**config.mk**
```make
export PLATFORM = sky130hd
export DESIGN_NAME = ils_cell
export DESIGN_NICKNAME = d
export VERILOG_FILES = /design/src/rtl/ils_pkg.sv /design/src/rtl/ils_cell.sv
export SDC_FILE = /design/constraint.sdc
export NUM_CORES = 1
export LEC_CHECK = 0
export BUFFER_PORTS_ARGS = -buffer_cell sky130_fd_sc_hd__buf_4
export CAP_MARGIN = 40
export CORE_MARGIN = 2
export CORE_UTILIZATION = 35
export CTS_BUF_LIST = sky130_fd_sc_hd__clkbuf_2
export CTS_CLUSTER_SIZE = 20
export DETAILED_ROUTE_END_ITERATION = 10
export HOLD_SLACK_MARGIN = 0.15
export PLACE_DENSITY = 0.77
export SYNTH_ARGS = -nofsm -noshare
export SYNTH_HDL_FRONTEND = slang
export SYNTH_SLANG_ARGS = --single-unit
```
**constraint.sdc**
```tcl
create_clock -name clk -period 3 [get_ports clk]
set_clock_uncertainty 0.2 [all_clocks]
set_input_delay 0.15 -clock clk [delete_from_list [all_inputs] [get_ports clk]]
set_output_delay 0.15 -clock clk [all_outputs]
set_load 0.005 [all_outputs]
```
**src/rtl/ils_pkg.sv**
```systemverilog
// ----------------------------------------------------------------------------
// ils_pkg
// Shared types and constants for the indexed list store: operation and
// status codes, field widths and the per-item control word sent to the cells.
// ----------------------------------------------------------------------------
package ils_pkg;

	// default sizing of the store
	localparam int DEPTH_DEF      = 64;
	localparam int DATA_WIDTH_DEF = 32;

	// fixed field widths of the item channels
	localparam int OP_W  = 3;
	localparam int POS_W = 6;
	localparam int VAL_W = 32;
	localparam int STS_W = 2;
	localparam int LEN_W = 7;

	// operation codes
	typedef enum logic [OP_W-1:0] {
		OP_APPEND = 3'd0,
		OP_INSERT = 3'd1,
		OP_READ   = 3'd2,
		OP_WRITE  = 3'd3,
		OP_REMOVE = 3'd4,
		OP_POP    = 3'd5,
		OP_CLEAR  = 3'd6
	} op_t;

	// status codes
	typedef enum logic [STS_W-1:0] {
		ST_OK    = 2'd0,
		ST_RANGE = 2'd1,
		ST_EMPTY = 2'd2,
		ST_FULL  = 2'd3
	} status_t;

	// control word broadcast to every cell, already qualified by the checks
	typedef struct packed {
		logic do_append;
		logic do_insert;
		logic do_write;
		logic do_remove;
		logic do_read;
		logic do_pop;
	} cell_ctl_t;

endpackage

```
**src/rtl/ils_cell.sv**
```systemverilog
// ----------------------------------------------------------------------------
// ils_cell
// One storage cell of the list. It holds the element at its own index and,
// on insert or remove, takes the element of its left or right neighbour.
// ----------------------------------------------------------------------------
module ils_cell #(
	parameter int DATA_WIDTH = ils_pkg::DATA_WIDTH_DEF,
	parameter int CMP_W      = 7,
	parameter int INDEX      = 0
) (
	input  logic                    clk,
	input  ils_pkg::cell_ctl_t      ctl,
	input  logic [CMP_W-1:0]        pos,
	input  logic [CMP_W-1:0]        count,
	input  logic [DATA_WIDTH-1:0]   wr_data,
	input  logic [DATA_WIDTH-1:0]   left_data,
	input  logic [DATA_WIDTH-1:0]   right_data,
	output logic [DATA_WIDTH-1:0]   data,
	output logic [DATA_WIDTH-1:0]   rd_data
);
	import ils_pkg::*;

	localparam logic [CMP_W-1:0] IDX      = CMP_W'(INDEX);
	localparam logic [CMP_W-1:0] IDX_NEXT = CMP_W'(INDEX + 1);

	logic [DATA_WIDTH-1:0] data_q;
	logic [DATA_WIDTH-1:0] data_d;
	logic                  at_pos;

	assign at_pos = (IDX == pos);

	// next element held by this cell
	always_comb begin
		data_d = data_q;
		if (ctl.do_append && IDX == count) begin
			data_d = wr_data;
		end
		if (ctl.do_write && at_pos) begin
			data_d = wr_data;
		end
		if (ctl.do_insert) begin
			if (at_pos) begin
				data_d = wr_data;
			end else if (IDX > pos && IDX <= count) begin
				data_d = left_data;
			end
		end
		if (ctl.do_remove && IDX >= pos && IDX_NEXT < count) begin
			data_d = right_data;
		end
	end

	// element register
	always_ff @(posedge clk) begin
		data_q <= data_d;
	end

	assign data = data_q;

	// gated read towards the collecting or-tree
	assign rd_data = ((ctl.do_read && at_pos) || (ctl.do_pop && IDX_NEXT == count))
		? data_q : '0;

endmodule

```
Word level (Yosys, flattened, before mapping)
Cells that the tools add are included.
{ "word_totals": {"register_bits": 32, "inputBits": 117, "output_inout_bits": 64, "elab_cells": 23} }
{ "classes": {"order_cmp": 4, "eq_ne": 1, "muxes": 7, "reduce_logical": 10} }
{ "op_table": {"columns": ["cell", "n"], "rows": [
  ["$mux 32", 7],
  ["$logic_not 7->1", 2],
  ["$eq 1x7->1 const A", 1],
  ["$ge 1x7->1 const A", 1],
  ["$gt 1x7->1 const A", 1],
  ["$le 1x7->1 const A", 1],
  ["$logic_and 1x1->1", 7],
  ["$lt 1x7->1 const A", 1],
  ["$logic_or 1x1->1", 1]
]} }

Longest topological paths before layout
{ "logic_depth": {"word_depth": 8, "mapped_depth": 6, "depth_no_buf": 4} }

Worst setup path after synthesis
Ideal clock, no wire load.
{ "synth_path": {"kind": "input port to flip-flop", "startpoint": "input pos[2]", "endpoint": "register data_q[0], in the netlist data[0]", "setup_ps": 122, "arrival_time_ps": 1578, "t_required_ps": 2678, "setup_slack_ps": 1099, "cell_stages": 6, "path_buffers": 2, "path_cell_list": "or4_4 -> or3_1 -> buf_2 -> buf_6 -> a32oi_1 -> a2bb2oi_1"} }
{ "synth_via": {"elab_chain_cells": 7, "word_cells_on_any_way": 12, "cone_classes": "order compare (2); mux (5); reduce/logical (5)"} }
{ "synth_rtl": {"columns": ["item", "line_no", "source"], "rows": [
  ["start: declaration", "ils_cell.sv:13", "input logic [CMP_W-1:0] pos,"],
  ["branches (longest 6 deep; another with $gt 1x7->1)", null, null],
  ["$mux 32 *", "ils_cell.sv:48", "if (ctl.do_remove && IDX >= pos && IDX_NEXT < count) begin"],
  ["via data_d[0]", "ils_cell.sv:27", "logic [DATA_WIDTH-1:0] data_d;"],
  ["end signal: assignment", "ils_cell.sv:55", "data_q <= data_d;"],
  ["end: declaration", "ils_cell.sv:26", "logic [DATA_WIDTH-1:0] data_q;"]
]} }
Mark *: on every way through the listed nets, which the timed path passes.

Final worst setup path
{ "layout_path": {"startpoint": "input pos[2]", "endpoint": "register data_q[27], in the netlist data[27]"} }
The elaborated chain is that of the path after synthesis.

==> summary.txt <==
Status
  • Status: completed

STA
  • Setup violation total in the final timing report: 0
  • Worst Slack Setup Final: about 310 ps
  • Max frequency: 0.372 GHz
  • Fin crit period: roughly 2700 ps
  • Worst slew pin tran: roughly 560 ps
  • Slew HR: 62.5%
  • Setup_tns: 0 ps
  • Tcrit/Tclk final: 89.5%
  • Final Max Slew Viols: 0
  • RSZ-0062 raised after global routing: no
  • Fin. Hold Viols: 0

Worst hold path
  • Hold Path Sink: data[14]
  • Worst Hold Launch: wr_data[14]
  • Hold Crit Depth: 4
  • Hold Crit Class: in -> reg

Clock network
  • TritonCTS clock tree: done
  • Clk slew on worst S/H paths: between 150 and 200 ps
  • Root Driver: clkbuf_2
  • Worst-Skew Late Latency: approximately 360 ps
  • H-tree depth: 2
  • Post-CTS setup buffer count: 0
  • CTS max path bufs: 2
  • Clock Sinks: 32
  • CTS buffer count: 5
  • Post-CTS sizing: 0

Layout
  • Ant. Diodes: 0
  • Layout cells sized above 1: between 40% and 50%
  • Max reg flops: 32
  • # fillers: a little under 400
  • Area of the multi-input gates: roughly 1000 um2
  • Area Overhead vs Synth: 103%
  • Fin nets: slightly above 500
  • Register area: around 640 um2

Die
  • I/O pin count: about 180
  • Starting Density: a little over a third
  • Die footprint: 5710 um2
  • Core Rows: 26
  • Die H: approximately 76 um
  • Die Span X: 75.6 um
  • Core area: 5010 um2

GRT
  • First-pass GRT wire length: roughly 11000 um
  • All-Layer GR Usage: a little over a quarter
  • Largest net degree at the start of global routing: 34
  • Vias in the first global route: 2350
  • GRT overflow: 0
  • Initial antenna violation count: 0

Logic synthesis
  • Synth top area share: a little over a third
  • #FFs+latches synth: 32
  • Ys Warns: 0
  • Post-synthesis mux area share: 0%
  • Largest area contributor in the netlist: dfxtp_1
  • Largest family of logic cells by synthesized area: compound AO/OA/AOI/OAI gates
  • Syn_nets: ~320
  • Dominant cells by area after synthesis: dfxtp_1 36%, a2bb2oi_1 16%, a32oi_1 16%, and2_1 12%, o21ai_0 8.9%
  • Number of flops mapped to enable cells by yosys: 0
  • Sequential share of the synthesized area: ~36%
  • Syn_area_per_cell: around 9 um2
  • Simple-gate area share of the yosys netlist: 15.5%
  • Synth Area in Adders: 0%
  • Cells after Synth: 201
  • Yosys cell types: 20
  • Synth Area in XOR/XNOR: 0%
  • Ys flop type: dfxtp_1
  • Asr flop ratio synth: 0%
  • Syn Std Cell Area: 1790 um2
  • Compound-Gate Fraction of Synth Area: between 40% and 50%

Worst setup path
  • Max incr delay on CP: approximately 610 ps
  • Worst Path Required: 3070 ps
  • Slowest CP cell: or3_1
  • Type of the worst setup path: in -> reg
  • Crit start category: input port
  • Crit-path cells: buf_4 -> or4_4 -> or3_1 -> buf_4 -> a32oi_1 -> a2bb2oi_1 -> dlygate4sd3_1
  • Crit path max fanout: 21
  • R2R setup slack: around 1400 ps
  • R2R depth: 3
  • FF-to-FF End: data[27]
  • Worst endpoint data arrival time: 2750 ps
  • Worst path most repeated cell: buf_4
  • Crit. End Element: register
  • R2r startpoint: data[27]

Drt
  • Wirelength per Cell: between 15 and 20 um
  • Vias per Instance: 5.33
  • Routed vias: roughly 2500
  • Residual DRC count: 0
  • Drt first pass iters: 4
  • Remaining antenna violation count: 0
  • WL final: 7590 um
  • Drt initial violations: 70

Run
  • Max_cap viols: 0

Placed design
  • IO Port Bufs: 148
  • DP HPWL: ~4500 um
  • Final Wtd Congestion: 0.758
  • Placement Setup Slack: 593 ps

Power
  • Leakage: approximately 1.7 nW
  • Cell Pwr Density: 403 nW/um2
  • Peak supply drop: around 0.26 mV
-- metal layers --
| layer | wire length [um] | track usage [%] | share of wire (%) | up-vias |
|---|---|---|---|---|
| met4 | 77 | 7.80 | 1.0 | 0 |
| met1 | 2820 | 30.4 | 37 | 1184 |
| met5 | 0 | 0 | 0 | - |
| li1 | - | - | - | 1189 |
| met2 | 4060 | 48.1 | 53 | 142 |
| met3 | 627 | 4.63 | 8.3 | 6 |
-- cells in the final DEF (no fill, tap or decap), drive strengths merged, types with 2 or more instances in the layout --
cell type,instances
a2bb2oi,32
nor2,2
nand2,2
a32oi,32
or3,2
clkbuf,6
o21ai,32
dfxtp,32
buf,156
dlygate4sd3,64
and2,33
-- where the power goes --
| part | leakage [nW] | internal, mW | total (mW) | switching [mW] |
|---|---|---|---|---|
| combinational | 1.40 | 0.452 | 0.629 | 0.178 |
| clock | 0.0266 | 0.0583 | 0.207 | 0.148 |
| sequential | 0.267 | 0.539 | 0.626 | 0.0876 |
-- Yosys cell counts, drive strengths merged, types with 2 or more instances --
cell     number
or3           2
a2bb2oi      32
and2         33
buf          11
o21ai        32
nor2          2
dfxtp        32
clkbuf       15
nand2         2
a32oi        32
-- per-stage QoR --
stage	power (mW)	utilization (%)	instances	hold WS [ps]	cell area (um2)
2_1_floorplan	0.769	-	201	107	1790
3_3_place_gp	1.05	58.8	401	195	2950
3_5_place_dp	1.06	58.8	401	204	2950
4_1_cts	1.45	72.5	473	350	3630
5_1_grt	1.55	72.5	473	357	3630
6_report	1.46	72.5	473	375	3630
-- how the worst max path moves through the flow --
stage,slack [ps],to,startpoint
after floorplan,1100,data[0],pos[2]
after global placement,600,data[27],pos[2]
after detailed placement,590,data[25],pos[2]
after CTS,460,data[25],pos[2]
after global routing,290,data[27],pos[2]
final,310,data[27],pos[2]
-- critical path: cells and delay by family --
kind	cells	cell delay, ps
buffers and inverters	3	1000
AOI/OAI and AO/OA	2	410
and+or+nand+nor	2	1190
-- kinds of logic (layout without fill, tap and decap cells) --
family | count (synthesis) | in the layout
buffers and inverters | 27 | 229
flip-flops | 32 | 32
AO/OA/AOI/OAI | 98 | 98
AND/OR/NAND/NOR | 44 | 44
-- repair_timing --
| item | in CTS | in global routing |
|---|---|---|
| endpoints found under the setup margin | 0 | 0 |
| hold endpoints to repair | 32 | 0 |
| hold buffers | 64 | 0 |
-- cell type report --
type | count | share of cell area [%]
timing repair buffer | 220 | 49.9
multi-input combinational | 142 | 28.8
sequential | 32 | 17.6
tap | 70 | 2.41
clock buffer | 6 | 0.827
clock inverter | 2 | 0.310
inverter | 1 | 0.103
(Power assumes the default switching activity.)
